[src/rtl/mcat_pkg.sv]
// package for the minute clock alarm and wake controller
// types, command and register codes, widths and the periodic-minute table
// no dependencies
package mcat_pkg;

    localparam int MAX_TIMERS      = 3;
    localparam int MAX_ALARMS      = 4;
    localparam int NUM_TIMERS_DEF  = 3;
    localparam int NUM_ALARMS_DEF  = 4;
    localparam int PERIODIC_DEF    = 5;

    localparam int HOUR_W          = 5;
    localparam int MINUTE_W        = 6;
    localparam int CMD_W           = 3;
    localparam int TSEL_W          = 2;
    localparam int TIMER_W         = 16;
    localparam int REASON_W        = 3;
    localparam int ALARM_W         = 11;
    localparam int APB_ADDR_W      = 5;
    localparam int APB_DATA_W      = 32;
    localparam int S_DATA_W        = 32;
    localparam int M_DATA_W        = 32;

    localparam logic [HOUR_W-1:0]   LAST_HOUR   = HOUR_W'(23);
    localparam logic [MINUTE_W-1:0] LAST_MINUTE = MINUTE_W'(59);

    localparam logic [ALARM_W-1:0]  ALARM0_RESET = ALARM_W'(512);

    localparam logic [REASON_W-1:0] REASON_TIMER    = 3'b001;
    localparam logic [REASON_W-1:0] REASON_ALARM    = 3'b010;
    localparam logic [REASON_W-1:0] REASON_PERIODIC = 3'b100;

    typedef enum logic [CMD_W-1:0] {
        CMD_TICK     = 3'd0,
        CMD_SET_TIME = 3'd1,
        CMD_LOAD     = 3'd2,
        CMD_CANCEL   = 3'd3,
        CMD_CLEAR    = 3'd4
    } t_cmd;

    typedef enum logic [2:0] {
        REG_ALARM0 = 3'd0,
        REG_ALARM1 = 3'd1,
        REG_ALARM2 = 3'd2,
        REG_ALARM3 = 3'd3,
        REG_ENABLE = 3'd4
    } t_reg_idx;

    typedef struct packed {
        logic [CMD_W-1:0]    cmd;
        logic [HOUR_W-1:0]   new_hour;
        logic [MINUTE_W-1:0] new_minute;
        logic [TSEL_W-1:0]   timer_select;
        logic [TIMER_W-1:0]  timer_minutes;
    } t_item;

    typedef struct packed {
        logic [MAX_ALARMS-1:0][ALARM_W-1:0] alarm_time;
        logic [MAX_ALARMS-1:0]              enable_mask;
    } t_cfg;

    typedef struct packed {
        logic [MAX_TIMERS-1:0] running_timers;
        logic [MAX_ALARMS-1:0] fired_alarms;
        logic                  wake_request;
        logic [REASON_W-1:0]   latched_reason;
        logic [REASON_W-1:0]   step_reason;
        logic [MINUTE_W-1:0]   clock_minute;
        logic [HOUR_W-1:0]     clock_hour;
    } t_result;

    // one bit per minute value, set where the minute is a multiple of the period
    function automatic logic [63:0] periodic_mask(input int unsigned period);
        logic [63:0] m;
        int unsigned k;
        m = '0;
        k = 0;
        while (k < 64) begin
            m[6'(k)] = 1'b1;
            k = k + period;
        end
        return m;
    endfunction

endpackage

[src/rtl/mcat_cfg_regs.sv]
// configuration registers: alarm times and alarm enable mask on an apb-style port
// depends on mcat_pkg
module mcat_cfg_regs import mcat_pkg::*; (
    input  logic                  i_clk,
    input  logic                  i_rst_n,
    input  logic                  psel,
    input  logic                  penable,
    input  logic                  pwrite,
    input  logic [APB_ADDR_W-1:0] paddr,
    input  logic [APB_DATA_W-1:0] pwdata,
    output logic [APB_DATA_W-1:0] prdata,
    output logic                  pready,
    output t_cfg                  o_cfg
);

    logic [MAX_ALARMS-1:0][ALARM_W-1:0] r_alarm;
    logic [MAX_ALARMS-1:0]              r_enable;
    logic                               wr_en;
    logic [2:0]                         reg_idx;

    assign pready  = 1'b1;
    assign wr_en   = psel & penable & pwrite;
    assign reg_idx = paddr[APB_ADDR_W-1:2];

    always_ff @(posedge i_clk) begin
        if (!i_rst_n) begin
            r_alarm[0] <= ALARM0_RESET;
            r_alarm[1] <= '0;
            r_alarm[2] <= '0;
            r_alarm[3] <= '0;
            r_enable   <= '0;
        end else if (wr_en) begin
            case (reg_idx)
                REG_ALARM0: r_alarm[0] <= pwdata[ALARM_W-1:0];
                REG_ALARM1: r_alarm[1] <= pwdata[ALARM_W-1:0];
                REG_ALARM2: r_alarm[2] <= pwdata[ALARM_W-1:0];
                REG_ALARM3: r_alarm[3] <= pwdata[ALARM_W-1:0];
                REG_ENABLE: r_enable   <= pwdata[MAX_ALARMS-1:0];
                default: ;
            endcase
        end
    end

    always_comb begin
        case (reg_idx)
            REG_ALARM0: prdata = APB_DATA_W'(r_alarm[0]);
            REG_ALARM1: prdata = APB_DATA_W'(r_alarm[1]);
            REG_ALARM2: prdata = APB_DATA_W'(r_alarm[2]);
            REG_ALARM3: prdata = APB_DATA_W'(r_alarm[3]);
            REG_ENABLE: prdata = APB_DATA_W'(r_enable);
            default:    prdata = '0;
        endcase
    end

    assign o_cfg.alarm_time  = r_alarm;
    assign o_cfg.enable_mask = r_enable;

endmodule

[src/rtl/mcat_core.sv]
// clock, countdown timers, alarm match and wake state; one item per cycle while i_advance is high
// depends on mcat_pkg
module mcat_core import mcat_pkg::*; #(
    parameter int NUM_TIMERS       = NUM_TIMERS_DEF,
    parameter int NUM_ALARMS       = NUM_ALARMS_DEF,
    parameter int PERIODIC_MINUTES = PERIODIC_DEF
) (
    input  logic    i_clk,
    input  logic    i_rst_n,
    input  logic    i_advance,
    input  t_item   i_item,
    input  t_cfg    i_cfg,
    output t_result o_result
);

    localparam logic [63:0] PERIODIC_HITS = periodic_mask(PERIODIC_MINUTES);

    logic [HOUR_W-1:0]     r_hour,   n_hour;
    logic [MINUTE_W-1:0]   r_minute, n_minute;
    logic [TIMER_W-1:0]    r_remaining [NUM_TIMERS];
    logic [TIMER_W-1:0]    n_remaining [NUM_TIMERS];
    logic [MAX_TIMERS-1:0] r_active,   n_active;
    logic [MAX_ALARMS-1:0] r_fired,    n_fired;
    logic                  r_wake,     n_wake;
    logic [REASON_W-1:0]   r_cause,    n_cause;
    logic [REASON_W-1:0]   reason;
    logic [HOUR_W-1:0]     tick_hour;
    logic [MINUTE_W-1:0]   tick_minute;
    logic [TIMER_W-1:0]    dec_value;

    // next clock value on a tick
    always_comb begin
        if (r_minute == LAST_MINUTE) begin
            tick_minute = '0;
            tick_hour   = (r_hour == LAST_HOUR) ? '0 : r_hour + HOUR_W'(1);
        end else begin
            tick_minute = r_minute + MINUTE_W'(1);
            tick_hour   = r_hour;
        end
    end

    always_comb begin
        n_hour   = r_hour;
        n_minute = r_minute;
        n_active = r_active;
        n_fired  = r_fired;
        n_wake   = r_wake;
        n_cause  = r_cause;
        reason   = '0;
        dec_value = '0;
        for (int k = 0; k < NUM_TIMERS; k++) begin
            n_remaining[k] = r_remaining[k];
        end
        case (i_item.cmd)
            CMD_TICK: begin
                n_hour   = tick_hour;
                n_minute = tick_minute;
                for (int k = 0; k < NUM_TIMERS; k++) begin
                    if (r_active[k]) begin
                        dec_value = (r_remaining[k] != '0) ?
                                    r_remaining[k] - TIMER_W'(1) : '0;
                        n_remaining[k] = dec_value;
                        if (dec_value == '0) begin
                            n_active[k] = 1'b0;
                            reason = reason | REASON_TIMER;
                        end
                    end
                end
                for (int k = 0; k < NUM_ALARMS; k++) begin
                    if (i_cfg.enable_mask[k] &&
                        i_cfg.alarm_time[k][ALARM_W-1:MINUTE_W] == tick_hour &&
                        i_cfg.alarm_time[k][MINUTE_W-1:0] == tick_minute) begin
                        n_fired[k] = 1'b1;
                        reason = reason | REASON_ALARM;
                    end
                end
                if (PERIODIC_HITS[tick_minute]) begin
                    reason = reason | REASON_PERIODIC;
                end
                if (reason != '0) begin
                    n_wake  = 1'b1;
                    n_cause = reason;
                end
            end
            CMD_SET_TIME: begin
                n_hour   = (i_item.new_hour > LAST_HOUR) ? LAST_HOUR : i_item.new_hour;
                n_minute = (i_item.new_minute > LAST_MINUTE) ?
                           LAST_MINUTE : i_item.new_minute;
            end
            CMD_LOAD: begin
                for (int k = 0; k < NUM_TIMERS; k++) begin
                    if (i_item.timer_select == TSEL_W'(k)) begin
                        n_remaining[k] = i_item.timer_minutes;
                        n_active[k]    = 1'b1;
                    end
                end
            end
            CMD_CANCEL: begin
                for (int k = 0; k < NUM_TIMERS; k++) begin
                    if (i_item.timer_select == TSEL_W'(k)) begin
                        n_remaining[k] = '0;
                        n_active[k]    = 1'b0;
                    end
                end
            end
            CMD_CLEAR: begin
                n_wake  = 1'b0;
                n_cause = '0;
                n_fired = '0;
            end
            default: ;
        endcase
    end

    always_ff @(posedge i_clk) begin
        if (!i_rst_n) begin
            r_hour   <= '0;
            r_minute <= '0;
            r_active <= '0;
            r_fired  <= '0;
            r_wake   <= 1'b0;
            r_cause  <= '0;
            for (int k = 0; k < NUM_TIMERS; k++) begin
                r_remaining[k] <= '0;
            end
        end else if (i_advance) begin
            r_hour   <= n_hour;
            r_minute <= n_minute;
            r_active <= n_active;
            r_fired  <= n_fired;
            r_wake   <= n_wake;
            r_cause  <= n_cause;
            for (int k = 0; k < NUM_TIMERS; k++) begin
                r_remaining[k] <= n_remaining[k];
            end
        end
    end

    assign o_result.clock_hour     = n_hour;
    assign o_result.clock_minute   = n_minute;
    assign o_result.step_reason    = reason;
    assign o_result.latched_reason = n_cause;
    assign o_result.wake_request   = n_wake;
    assign o_result.fired_alarms   = n_fired;
    assign o_result.running_timers = n_active;

    a_wake_has_cause: assert property (@(posedge i_clk) disable iff (!i_rst_n)
        r_wake |-> r_cause != '0)
        else $error("wake flag set without a latched reason");

    a_clear_status: assert property (@(posedge i_clk) disable iff (!i_rst_n)
        i_advance && i_item.cmd == CMD_CLEAR |=> !r_wake && r_fired == '0)
        else $error("clear did not clear the wake status");

    a_time_range: assert property (@(posedge i_clk) disable iff (!i_rst_n)
        r_hour <= LAST_HOUR && r_minute <= LAST_MINUTE)
        else $error("clock left its range");

    for (genvar g = 0; g < NUM_TIMERS; g++) begin : g_timer_chk
        a_idle_timer_zero: assert property (@(posedge i_clk) disable iff (!i_rst_n)
            !r_active[g] |-> r_remaining[g] == '0)
            else $error("stopped timer holds a count");
    end

endmodule

[src/rtl/minute_clock_alarm_timer_wake.sv]
// top level: minute clock with alarms, countdown timers and wake request
// depends on mcat_pkg, mcat_cfg_regs, mcat_core
//
// channel   | dir | handshake              | payload
// s_axis    | in  | tvalid / tready        | tuser: cmd; tdata: hour, minute, select, minutes
// m_axis    | out | tvalid / tready        | tdata: clock, reasons, wake, alarms, timers
// apb       | in  | psel / penable / pready| alarm times and enable mask
//
// an item passes from input to result through the input register, then the result register
// one item per cycle sustained while m_axis_tready stays high; the clock and timer state update in a single pass
// reset is synchronous; alarm 0 comes up at 08:00, all else but the data registers at zero
// a stalled result holds in the output register while one more item waits at the input
module minute_clock_alarm_timer_wake import mcat_pkg::*; #(
    parameter int NUM_TIMERS       = NUM_TIMERS_DEF,
    parameter int NUM_ALARMS       = NUM_ALARMS_DEF,
    parameter int PERIODIC_MINUTES = PERIODIC_DEF
) (
    input  logic                  i_clk,
    input  logic                  i_rst_n,
    input  logic                  s_axis_tvalid,
    output logic                  s_axis_tready,
    // hour[4:0], minute[10:5], timer_select[12:11], timer_minutes[28:13], zeros
    input  logic [S_DATA_W-1:0]   s_axis_tdata,
    // cmd[2:0]
    input  logic [CMD_W-1:0]      s_axis_tuser,
    output logic                  m_axis_tvalid,
    input  logic                  m_axis_tready,
    // hour[4:0], minute[10:5], step_reason[13:11], latched_reason[16:14],
    // wake_request[17], fired_alarms[21:18], running_timers[24:22], zeros
    output logic [M_DATA_W-1:0]   m_axis_tdata,
    input  logic                  psel,
    input  logic                  penable,
    input  logic                  pwrite,
    input  logic [APB_ADDR_W-1:0] paddr,
    input  logic [APB_DATA_W-1:0] pwdata,
    output logic [APB_DATA_W-1:0] prdata,
    output logic                  pready
);

    t_cfg    cfg;
    t_item   s_item;
    t_item   r_in_item;
    logic    r_in_valid;
    t_result core_result;
    t_result r_out;
    logic    r_out_valid;
    logic    advance;

    mcat_cfg_regs u_cfg (
        .i_clk   (i_clk),
        .i_rst_n (i_rst_n),
        .psel    (psel),
        .penable (penable),
        .pwrite  (pwrite),
        .paddr   (paddr),
        .pwdata  (pwdata),
        .prdata  (prdata),
        .pready  (pready),
        .o_cfg   (cfg)
    );

    assign s_item.cmd           = s_axis_tuser;
    assign s_item.new_hour      = s_axis_tdata[4:0];
    assign s_item.new_minute    = s_axis_tdata[10:5];
    assign s_item.timer_select  = s_axis_tdata[12:11];
    assign s_item.timer_minutes = s_axis_tdata[28:13];

    assign advance       = r_in_valid && (!r_out_valid || m_axis_tready);
    assign s_axis_tready = !r_in_valid || advance;

    always_ff @(posedge i_clk) begin
        if (!i_rst_n) begin
            r_in_valid <= 1'b0;
        end else if (s_axis_tready) begin
            r_in_valid <= s_axis_tvalid;
        end
    end

    always_ff @(posedge i_clk) begin
        if (s_axis_tvalid && s_axis_tready) begin
            r_in_item <= s_item;
        end
    end

    mcat_core #(
        .NUM_TIMERS       (NUM_TIMERS),
        .NUM_ALARMS       (NUM_ALARMS),
        .PERIODIC_MINUTES (PERIODIC_MINUTES)
    ) u_core (
        .i_clk     (i_clk),
        .i_rst_n   (i_rst_n),
        .i_advance (advance),
        .i_item    (r_in_item),
        .i_cfg     (cfg),
        .o_result  (core_result)
    );

    always_ff @(posedge i_clk) begin
        if (!i_rst_n) begin
            r_out_valid <= 1'b0;
        end else if (!r_out_valid || m_axis_tready) begin
            r_out_valid <= r_in_valid;
        end
    end

    always_ff @(posedge i_clk) begin
        if (advance) begin
            r_out <= core_result;
        end
    end

    assign m_axis_tvalid = r_out_valid;
    assign m_axis_tdata  = M_DATA_W'(r_out);

endmodule
[config.mk]
export PLATFORM = sky130hd
export DESIGN_NAME = minute_clock_alarm_timer_wake
export DESIGN_NICKNAME = d
export VERILOG_FILES = /design/src/rtl/mcat_pkg.sv /design/src/rtl/mcat_cfg_regs.sv /design/src/rtl/mcat_core.sv /design/src/rtl/minute_clock_alarm_timer_wake.sv
export SDC_FILE = /design/constraint.sdc
export NUM_CORES = 1
export LEC_CHECK = 0
export ABC_AREA = 0
export BUFFER_PORTS_ARGS = -buffer_cell sky130_fd_sc_hd__buf_2
export CAP_MARGIN = 25
export CORE_MARGIN = 2
export CORE_UTILIZATION = 40
export CTS_CLUSTER_SIZE = 25
export DETAILED_ROUTE_END_ITERATION = 7
export GPL_TIMING_DRIVEN = 1
export SLEW_MARGIN = 20
export SYNTH_ARGS = -nofsm -noshare
export SYNTH_HDL_FRONTEND = slang
export SYNTH_SLANG_ARGS = --single-unit
[constraint.sdc]
create_clock -name i_clk -period 3.2 [get_ports i_clk]
set_input_delay 0.8 -clock i_clk [delete_from_list [all_inputs] [get_ports i_clk]]
set_output_delay 0.8 -clock i_clk [all_outputs]
set_load 0.01 [all_outputs]
## Yosys cells after proc, flatten, opt, wreduce, memory -nomap -nowiden

Memories as Yosys holds them, arrays and structs flattened.
Cells that the tools add are included.

- Bitwise gates (word level): 5
- Add/subtract/negate cells: 5
- Shift-type cells: 0
- Divide/modulo/power cells: 0
- Reductions and logical operators: 29
- Magnitude comparators: 3
- Muxes and demuxes: 63
- Eq/ne operators: 20
- Multipliers: 0

Operator list:

| cell | number |
|---|---|
| $mux 16 | 15 |
| $pmux 48 s3 | 1 |
| $pmux 11 s5 | 1 |
| $logic_not 16->1 | 3 |
| $reduce_bool 16->1 | 3 |
| $sub 16x1->16 const B | 3 |
| $mux 1 | 28 |
| $eq 6x6->1 | 4 |
| $eq 5x5->1 | 4 |
| $mux 5 | 3 |
| $eq 3x2->1 const B | 4 |
| $mux 6 | 2 |
| $pmux 6 s2 | 1 |
| $logic_and 1x1->1 | 10 |
| $pmux 5 s2 | 1 |
| $reduce_and 2->1 | 5 |
| $mux 3 | 3 |
| $pmux 3 s3 | 1 |
| $mux 2 | 4 |
| $pmux 4 s2 | 1 |
| $lt 6x7->1 const B | 1 |
| $add 6x1->6 const B | 1 |
| $eq 3x1->1 const B | 2 |
| $eq 3x3->1 const B | 2 |
| 16 further kinds | 22 |

- Bits in read-only memories: 64
- Word-level logic and storage cells: 152
- Input port bits: 79
- Bits in registers: 129
- Memory bits (writable): 48
- Memories kept: 2
- Bits in latches: 0

Memory list:

| name | words | bits a word | rd ports | clocked after Yosys merged registers in | wr ports | RTL line | source |
|---|---|---|---|---|---|---|---|
| (name not given) | 64 | 1 | 1 | 0 | 0 | mcat_core.sv:77 | `if (PERIODIC_HITS[tick_minute]) begin` |
| u_core.r_remaining | 3 | 16 | 3 | 0 | 3 | mcat_core.sv:20 | `logic [TIMER_W-1:0] r_remaining [NUM_TIMERS];` |

## Logic depth before layout (Yosys ltp)

Gate-level depths: netlist (run 1).
An unclocked memory read counts as a cell.

- Depth after elaboration: 19
- Gate-level depth with buffers: 12
- Mapped depth without buffers: 10

## By module

A second synthesis (run 1) with hierarchy kept.

- Cell total of the unflattened synthesis: 1177
- Area, all modules: 11011.8 um^2

Modules (own cells, without submodules):

| module | cells each | area an instance (um^2) | instances |
|---|---|---|---|
| mcat_core | 863 | 6756.5 | 1 |
| mcat_cfg_regs | 240 | 2383.5 | 1 |
| minute_clock_alarm_timer_wake | 74 | 1871.8 | 1 |

## Least setup slack after synthesis (run 1)

Ideal clock, no wire load.

- Kind: reg-to-reg
- Start point: memory u_core.r_remaining[0][0]
- End point: register r_out (netlist bit m_axis_tdata[14]), data pin
- Data arrival time: 2751 ps
- Setup slack: 173 ps
- Stages on the path, launching flop included: 11
- Library setup time: 276 ps
- Cells stage by stage: edfxtp_1 > inv_1 > ha_1 > or3b_1 > or4_1 > mux2i_1 > and4_1 > and3_2 > and2_1 > a2111oi_1 > a21oi_1

RTL lines:

| what | RTL line | source |
|---|---|---|
| start, declared | mcat_core.sv:20 |  |
| end signal, assigned | minute_clock_alarm_timer_wake.sv:108 | `r_out <= core_result;` |
| end, declared | minute_clock_alarm_timer_wake.sv:45 | `t_result r_out;` |

==> impl_table.tex, run 1 <==
\begin{tabular}{lr}
\hline
Metric & Value \\
\hline
\multicolumn{2}{l}{\textbf{Critical path}} \\
Type of origin of the critical path & flip-flop \\
Worst stage delay on the critical path & 0.56 ns \\
Arrival time worst endpoint & 3.26 ns \\
Worst flop-to-flop path startpoint & u\_core.r\_minute[2] \\
Path depth of the worst reg2reg path & 10 \\
Start-to-end type of the worst setup path & reg2reg \\
Critical Path RT & 3.38 ns \\
Crit path capture type & flip-flop \\
Worst r2r dst & m\_axis\_tdata[17] \\
Slowest cell on crit path & sky130\_fd\_sc\_hd\_\_dfxtp\_1 \\
Critical path, cell by cell & buf\_12 -> and3b\_1 -> a21oi\_1 -> nor3\_1 -> o2111ai\_1 -> nor4b\_4 -> buf\_12 -> a2111oi\_4 -> and4bb\_4 -> nor3\_1 \\
R2R setup slack & 0.12 ns \\
Critical-path maximum fanout & 23 \\
\multicolumn{2}{l}{\textbf{STA}} \\
Final clock period utilization by the worst path & between 90 and 100\% \\
Final worst clock skew & about 0.012 ns \\
Endpoints failing hold & 0 \\
Sum of negative setup slack & 0 ns \\
Number of setup violations in the final report & 0 \\
Max frequency & 0.325 GHz \\
Fin worst setup slack & approximately 0.12 ns \\
Slew of the pin with the lowest slew margin & 0.751 ns \\
Hold WS & 0.466 ns \\
Relative slew slack & between 40\% and 50\% \\
Crit path time final & 3.08 ns \\
Max Slew Vio Count & 0 \\
\multicolumn{2}{l}{\textbf{Cells and area}} \\
Post-route standard cell area excluding fillers & 12700 um\^{}2 \\
Area growth from synthesis to layout & 17.3\% \\
Antenna cell count & 0 \\
Register area & 4600 um\^{}2 \\
Final core occ & 47.5\% \\
Number of filler cells placed in the layout & 2568 \\
Area occupied by multi-input gates & 5900 um\^{}2 \\
Final cell count without fillers & roughly 1600 \\
Layout net count & 1380 \\
Layout cells sized above 1 & 21.4\% \\
\multicolumn{2}{l}{\textbf{Yosys}} \\
Avg Synthesized Cell Area & 9.23 um\^{}2 \\
Proportion of synthesized chip area in sequential cells & 42.3\% \\
Largest cells by area after synthesis & sky130\_fd\_sc\_hd\_\_edfxtp\_1 29\%, sky130\_fd\_sc\_hd\_\_dfxtp\_1 13\%, sky130\_fd\_sc\_hd\_\_nand2\_1 5.1\%, sky130\_fd\_sc\_hd\_\_mux2i\_1 4.2\%, sky130\_fd\_sc\_hd\_\_a21oi\_1 4.2\% \\
Cells after synthesis & about 1200 \\
Count of synthesis-stage warnings from yosys & 0 \\
Synth async-reset ratio & 0\% \\
Distinct cell type count of the synthesized netlist & $\sim$100 \\
Synth cell count leaders & 149 x sky130\_fd\_sc\_hd\_\_nand2\_1, 106 x sky130\_fd\_sc\_hd\_\_nor2\_1, 105 x sky130\_fd\_sc\_hd\_\_edfxtp\_1 \\
Number of synthesized flops with an enable pin & between 100 and 150 \\
Top flip-flop cell by instance count after synthesis & sky130\_fd\_sc\_hd\_\_edfxtp\_1 \\
Count leader, synth & sky130\_fd\_sc\_hd\_\_nand2\_1 \\
Cell Area, Synth & $\sim$11000 um\^{}2 \\
Area fraction of the dominant cell type after synthesis & 29.0\% \\
Number of synthesized register bits & 177 \\
Cell type contributing the most total cell area after synthesis & sky130\_fd\_sc\_hd\_\_edfxtp\_1 \\
\multicolumn{2}{l}{\textbf{Global routing}} \\
First-pass GRT wire length & 49500 um \\
GR Overflow Total & 0 \\
Via count of the first global-routing pass & 8873 \\
Overall Global Routing Usage & about 22\% \\
Pin count of the biggest net entering global routing & 46 \\
Initial antenna violation count & 0 \\
\multicolumn{2}{l}{\textbf{Route}} \\
Remaining DRCs & 0 \\
Remaining antenna violation count after routing & 0 \\
Via-to-Cell Ratio & around 5.7 \\
First drt pass iteration count & 6 \\
Drt wl/cell & 19.1 um \\
Via count & 9451 \\
Routed wire length & between 30000 and 40000 um \\
1st-iter DRT viols & 831 \\
\multicolumn{2}{l}{\textbf{Die}} \\
Area enclosed by the die boundary & 28500 um\^{}2 \\
Area inside the core boundary & 26800 um\^{}2 \\
Vertical die dimension & $\sim$170 um \\
Number of placement rows & 60 \\
Io pins & 146 \\
Starting density of the core & 40.5\% \\
Die Wd & 169 um \\
\multicolumn{2}{l}{\textbf{Status}} \\
Result of the run & complete, no violations \\
\multicolumn{2}{l}{\textbf{Pwr}} \\
Sequential fraction of design power & 47.5\% \\
Overall power & 5.43 mW \\
Worst IR Drop VDD & 0.000264 V \\
Internal power & 4.04 mW \\
Leakage & around 4.9 nW \\
Pwr/cell area & 426 nW/um\^{}2 \\
Power spent charging and discharging nets & 1.39 mW \\
Switching part of the total & approximately a quarter \\
Clock power frac & approximately two fifths \\
Part of the power in combinational logic & 11.5\% \\
\multicolumn{2}{l}{\textbf{Clocking}} \\
Sink Count & 177 \\
Clk pin slew, worst setup/hold paths & 0.07 ns \\
Clock tree from TritonCTS & built \\
Max clock buf depth & 2 \\
Count of hold buffers inserted by post-cts repair & 0 \\
Post-CTS setup repair buffer count & 0 \\
CTS Root Buffer Type & sky130\_fd\_sc\_hd\_\_clkbuf\_16 \\
Worst-Skew Late Latency & 0.44 ns \\
Number of clock buffers inserted by TritonCTS & 17 \\
H-tree Lvls & 4 \\
\multicolumn{2}{l}{\textbf{Worst hold path}} \\
Hold Path Cell Cnt & 2 \\
Worst hold path class & reg2reg \\
Hold wc startpoint & u\_core.r\_fired[3] \\
Worst hold path endpoint & u\_core.r\_fired[3] \\
\multicolumn{2}{l}{\textbf{Placement}} \\
Number of buffer cells added on primary ports & 90 \\
DP Cell Count & 1615 \\
Setup WS pre-CTS & -0.0256 ns \\
Final HPWL from detailed placement & 23300 um \\
RePlAce Congestion & about 0.95 \\
Placed standard-cell area & 12000 um\^{}2 \\
\multicolumn{2}{l}{\textbf{Job}} \\
Max-cap violation count & 0 \\
\hline
\end{tabular}
-- final cells by class --
| cell class | count | share of cell area [%] |
|---|---|---|
| repair buffers | 168 | 8.52 |
| clock buffers | 24 | 3.79 |
| flip-flops and latches | 177 | 36.1 |
| inverters | 31 | 0.913 |
| clock inverters | 8 | 1.00 |
| well taps | 341 | 3.35 |
| multi-input cells | 898 | 46.3 |
-- worst max-delay path, delay by kind of cell, from the launching register on --
family | cells | cell delay (ns)
buffers and inverters | 2 | 0.37
flip-flops | 1 | 0.56
AND/OR/NAND/NOR | 5 | 0.83
AO/OA/AOI/OAI | 3 | 1.06
-- kinds of logic (layout without fill, tap and decap cells) --
kind of cell | Yosys count | count (layout) | synth area share [%]
other | 2 | 29 | 0.0692
xor gates and xnor gates | 52 | 52 | 4.56
buffers and inverters | 129 | 231 | 5.93
DFF | 177 | 177 | 42.3
muxes | 61 | 61 | 6.52
AOI/OAI and AO/OA | 268 | 268 | 16.5
and+or+nand+nor | 480 | 480 | 23.2
adders and majority gates | 8 | 8 | 0.922
-- per-layer routing --
| layer | GRT usage [%] | share of wire, % | vias up |
|---|---|---|---|
| met3 | 3.20 | 5.3 | 47 |
| met5 | 0 | 0 | - |
| met4 | 7.08 | 2.2 | 0 |
| met1 | 33.5 | 50 | 4555 |
| met2 | 32.9 | 43 | 320 |
| li1 | - | - | 4529 |
-- flip-flops by register name (all words and copies together), names as in the netlist --
signal / count
m_axis_tdata: 25
m_axis_tvalid: 1
r_in_item: 32
r_in_valid: 1
u_cfg.o_cfg: 44
u_cfg.r_enable: 4
u_core.r_active: 3
u_core.r_cause: 3
u_core.r_fired: 4
u_core.r_hour: 5
u_core.r_minute: 6
u_core.r_remaining: 48
u_core.r_wake: 1
-- power groups by stage --
stage	sequential [mW]	combinational (mW)	clock (mW)
final	2.58	0.624	2.23
after global routing	2.59	0.685	2.35
after CTS	2.57	0.607	2.26
after detailed placement	2.62	0.603	0
after global placement	2.62	0.597	0
after floorplan	2.61	0.415	0
-- how the worst max path moves through the flow --
stage                              startpoint  depth (start not counted)          endpoint
detailed placement  u_core.r_remaining[0][32]                         10     u_core.r_wake
floorplan            u_core.r_remaining[0][0]                         10  m_axis_tdata[14]
CTS                  u_core.r_remaining[0][0]                         10  m_axis_tdata[14]
finish                     u_core.r_minute[2]                         10  m_axis_tdata[17]
global placement           u_core.r_minute[0]                         11  m_axis_tdata[12]
global route               u_core.r_minute[2]                         10  m_axis_tdata[16]
-- cell usage in the layout, fill, tap and decap left out, types with 25 or more instances in the layout --
master / instances
sky130_fd_sc_hd__buf_2: 90
sky130_fd_sc_hd__o21ai_0: 32
sky130_fd_sc_hd__dfxtp_1: 69
sky130_fd_sc_hd__buf_4: 74
sky130_fd_sc_hd__xnor2_1: 25
sky130_fd_sc_hd__a21oi_1: 91
sky130_fd_sc_hd__nand3_1: 29
sky130_fd_sc_hd__inv_1: 29
sky130_fd_sc_hd__nor3_1: 33
sky130_fd_sc_hd__edfxtp_1: 105
sky130_fd_sc_hd__nor2_1: 105
sky130_fd_sc_hd__nand2_1: 149
sky130_fd_sc_hd__conb_1: 29
sky130_fd_sc_hd__mux2i_1: 46
-- what timing repair did --
item                       CTS  global route
setup endpoints to repair    3            12
pin swaps                    0             3
resized for setup            2            36
Note: power is estimated with default switching activity, not from simulation.
==> run 2: changes to the inputs <==
CORE_MARGIN = 10   (was 2)
SYNTH_HIERARCHICAL = 1   (was unset)
==> impl_table.tex, run 2 <==
\begin{tabular}{lr}
\hline
Metric & Value \\
\hline
\multicolumn{2}{l}{\textbf{Worst hold path}} \\
Worst hold path class & reg2reg \\
\multicolumn{2}{l}{\textbf{Route}} \\
Via-to-Cell Ratio & 5.83 \\
Remaining antenna violation count after routing & 0 \\
Drt wl/cell & 19.8 um \\
1st-iter DRT viols & 1010 \\
First drt pass iteration count & 6 \\
Remaining DRCs & 0 \\
Via count & 9685 \\
Routed wire length & roughly 33000 um \\
\multicolumn{2}{l}{\textbf{Critical path}} \\
Slowest cell on crit path & sky130\_fd\_sc\_hd\_\_a2111oi\_1 \\
Arrival time worst endpoint & between 3 and 4 ns \\
Buf/Inv on CP & 3 \\
Start-to-end type of the worst setup path & reg2reg \\
Top delay family on crit path & compound AO/OA/AOI/OAI gates \\
Critical-path maximum fanout & 14 \\
Critical Path RT & 3.46 ns \\
Crit path capture type & flip-flop \\
Worst stage delay on the critical path & roughly 0.57 ns \\
Critical path, cell by cell & buf\_4 -> buf\_4 -> or2\_2 -> a2111oi\_0 -> o21bai\_1 -> nand4bb\_1 -> a2111oi\_1 -> buf\_4 -> nand2\_1 -> o41a\_1 -> a31oi\_1 \\
Type of origin of the critical path & flip-flop \\
Cell repeated most along the worst path & sky130\_fd\_sc\_hd\_\_buf\_4 \\
\multicolumn{2}{l}{\textbf{STA}} \\
Relative slew slack & 36.7\% \\
RSZ-0062 raised after global routing & false \\
Crit path time final & 3.11 ns \\
Sum of negative setup slack & 0 ns \\
Max frequency & $\sim$0.32 GHz \\
Final worst clock skew & 0.0206 ns \\
Slew of the pin with the lowest slew margin & $\sim$0.95 ns \\
Endpoints failing hold & 0 \\
Number of setup violations in the final report & 0 \\
Max Slew Vio Count & 0 \\
Final clock period utilization by the worst path & 97.3\% \\
Hold WS & approximately 0.46 ns \\
\multicolumn{2}{l}{\textbf{Yosys}} \\
Complex-gate fraction of the synthesized area & 17.3\% \\
Synth Area in XOR/XNOR & between 4 and 5\% \\
Multiplexer share of the synthesized area & 7.04\% \\
Largest cells by area after synthesis & sky130\_fd\_sc\_hd\_\_edfxtp\_1 29\%, sky130\_fd\_sc\_hd\_\_dfxtp\_1 13\%, sky130\_fd\_sc\_hd\_\_nand2\_1 5.9\%, sky130\_fd\_sc\_hd\_\_mux2i\_1 5.0\%, sky130\_fd\_sc\_hd\_\_a21oi\_1 4.0\% \\
Count of synthesis-stage warnings from yosys & 6 \\
Synth async-reset ratio & 0\% \\
Area fraction of the dominant cell type after synthesis & 28.6\% \\
Cell Area, Synth & 11000 um\^{}2 \\
Number of synthesized register bits & 177 \\
Count leader, synth & sky130\_fd\_sc\_hd\_\_nand2\_1 \\
Cell type contributing the most total cell area after synthesis & sky130\_fd\_sc\_hd\_\_edfxtp\_1 \\
Simple-gate share of the synthesized area & between 20\% and 30\% \\
Distinct cell type count of the synthesized netlist & between 90 and 100 \\
Dominant combinational cell family by area after synthesis & simple AND/OR/NAND/NOR gates \\
Avg Synthesized Cell Area & 9.36 um\^{}2 \\
Proportion of synthesized chip area in sequential cells & 41.7\% \\
Adder-cell share of the synthesized area & between 1 and 1.5\% \\
Cells after synthesis & 1177 \\
Number of synthesized flops with an enable pin & 105 \\
Synth cell count leaders & 172 x sky130\_fd\_sc\_hd\_\_nand2\_1, 105 x sky130\_fd\_sc\_hd\_\_edfxtp\_1, 87 x sky130\_fd\_sc\_hd\_\_a21oi\_1 \\
Top flip-flop cell by instance count after synthesis & sky130\_fd\_sc\_hd\_\_edfxtp\_1 \\
\multicolumn{2}{l}{\textbf{Die}} \\
Die Wd & 186 um \\
Vertical die dimension & 186 um \\
Number of placement rows & 60 \\
Io pins & 146 \\
Area inside the core boundary & approximately 27000 um\^{}2 \\
Area enclosed by the die boundary & 34600 um\^{}2 \\
Starting density of the core & 40.7\% \\
\multicolumn{2}{l}{\textbf{Cells and area}} \\
Area occupied by multi-input gates & 5880 um\^{}2 \\
Leading cell types in the layout, fill and taps excluded & 172 x sky130\_fd\_sc\_hd\_\_nand2\_1, 105 x sky130\_fd\_sc\_hd\_\_edfxtp\_1, 90 x sky130\_fd\_sc\_hd\_\_buf\_2 \\
Max reg flops & 48 \\
Antenna cell count & 0 \\
Layout cells sized above 1 & 19.7\% \\
Post-route standard cell area excluding fillers & $\sim$13000 um\^{}2 \\
Number of filler cells placed in the layout & between 2000 and 3000 \\
Layout net count & 1395 \\
Register area & 4590 um\^{}2 \\
Register containing the most flip-flops in the final layout & u\_core/r\_remaining \\
Most common cell after layout, fill and taps aside & sky130\_fd\_sc\_hd\_\_nand2\_1 \\
Area growth from synthesis to layout & 15.8\% \\
\multicolumn{2}{l}{\textbf{Job}} \\
Max-cap violation count & 0 \\
\multicolumn{2}{l}{\textbf{Placement}} \\
RePlAce Congestion & 0.965 \\
Final HPWL from detailed placement & $\sim$25000 um \\
Placed standard-cell area & 12100 um\^{}2 \\
Number of buffer cells added on primary ports & 90 \\
\multicolumn{2}{l}{\textbf{Clocking}} \\
Clk pin slew, worst setup/hold paths & 0.08 ns \\
Worst-Skew Late Latency & 0.45 ns \\
Sink Count & 177 \\
H-tree Lvls & 4 \\
Post-cts gate resize count & 0 \\
Max clock buf depth & 2 \\
Count of hold buffers inserted by post-cts repair & 0 \\
Number of clock buffers inserted by TritonCTS & 17 \\
Clock tree from TritonCTS & built \\
CTS Root Buffer Type & sky130\_fd\_sc\_hd\_\_clkbuf\_16 \\
Post-CTS setup repair buffer count & 0 \\
\multicolumn{2}{l}{\textbf{Global routing}} \\
Via count of the first global-routing pass & 9080 \\
Initial antenna violation count & 0 \\
Overall Global Routing Usage & 18.9\% \\
Pin count of the biggest net entering global routing & 66 \\
GR Overflow Total & 0 \\
First-pass GRT wire length & 51200 um \\
\multicolumn{2}{l}{\textbf{Pwr}} \\
Overall power & 5.54 mW \\
Worst IR Drop VDD & between 0.0002 and 0.0003 V \\
Leakage & 4.91 nW \\
Pwr/cell area & $\sim$430 nW/um\^{}2 \\
\multicolumn{2}{l}{\textbf{Status}} \\
Result of the run & complete, no violations \\
\hline
\end{tabular}
==> run 2: changes by cell type after synthesis, moves of 9 or more <==
cell / delta
sky130_fd_sc_hd__o211a_1: +9
sky130_fd_sc_hd__nand4_1: +9
sky130_fd_sc_hd__nor2_1: -41
sky130_fd_sc_hd__mux2i_1: +9
sky130_fd_sc_hd__nand2_1: +23
sky130_fd_sc_hd__clkbuf_1: -11
sky130_fd_sc_hd__a211oi_1: -9
==> run 2: final timing paths <==
path | cells past startpoint | from | end | slack, ns
max | 11 | u_core/r_minute[2] | m_axis_tdata[12] | 0.09
min | 2 | u_core/r_fired[3] | u_core/r_fired[3] | 0.46
max reg2reg | 11 | u_core/r_minute[2] | m_axis_tdata[12] | 0.09
min reg2reg | 2 | u_core/r_fired[3] | u_core/r_fired[3] | 0.46
==> run 2: through the flow <==
step	std cells	utilization, %	worst slack [ns]
2_1_floorplan	1203	-	-0.0452
3_3_place_gp	1628	44.8	0.0626
3_5_place_dp	1628	44.8	0.0543
4_1_cts	1660	47.1	0.0231
5_1_grt	1660	47.2	0.00366
6_report	1660	47.2	0.0879
==> run 2: tightest hold or removal path, stage by stage, from the launching register on <==
cell and delay, ns:
sky130_fd_sc_hd__dfxtp_1 0.31, sky130_fd_sc_hd__nand2_1 0.06, sky130_fd_sc_hd__a21oi_1 0.06
==> run 2: layer usage <==
layer  share of wire, %  track usage (%)
met1                 45             26.5
met2                 46             29.5
met3                8.5             3.68
met4               0.93             4.13
met5                  0                0
==> run 2: cells by family (layout without fill, tap and decap cells) <==
kind of cell / count (synthesis) / count (layout)
multiplexers: 68 / 68
AO/OA/AOI/OAI: 280 / 280
other: 3 / 29
AND/OR/NAND/NOR: 458 / 458
flip-flops: 177 / 177
buffers and inverters: 124 / 240
adder cells (fa/ha/maj): 10 / 10
XOR/XNOR: 57 / 57
==> run 2: area by class of cell <==
cell class	instances	share of cell area, %
repair buffers	177	8.75
clock buffers	17	3.34
clock inverters	15	1.54
multi-input cells	902	46.1
flip-flops and latches	177	36.0
inverters	31	0.913
well taps	341	3.35
==> run 2: power by group <==
part,switching [mW],internal (mW),total (mW)
Clock,1.07,1.15,2.22
Combinational,0.443,0.281,0.724
Sequential,0.0873,2.51,2.60
Total,1.60,3.94,5.54
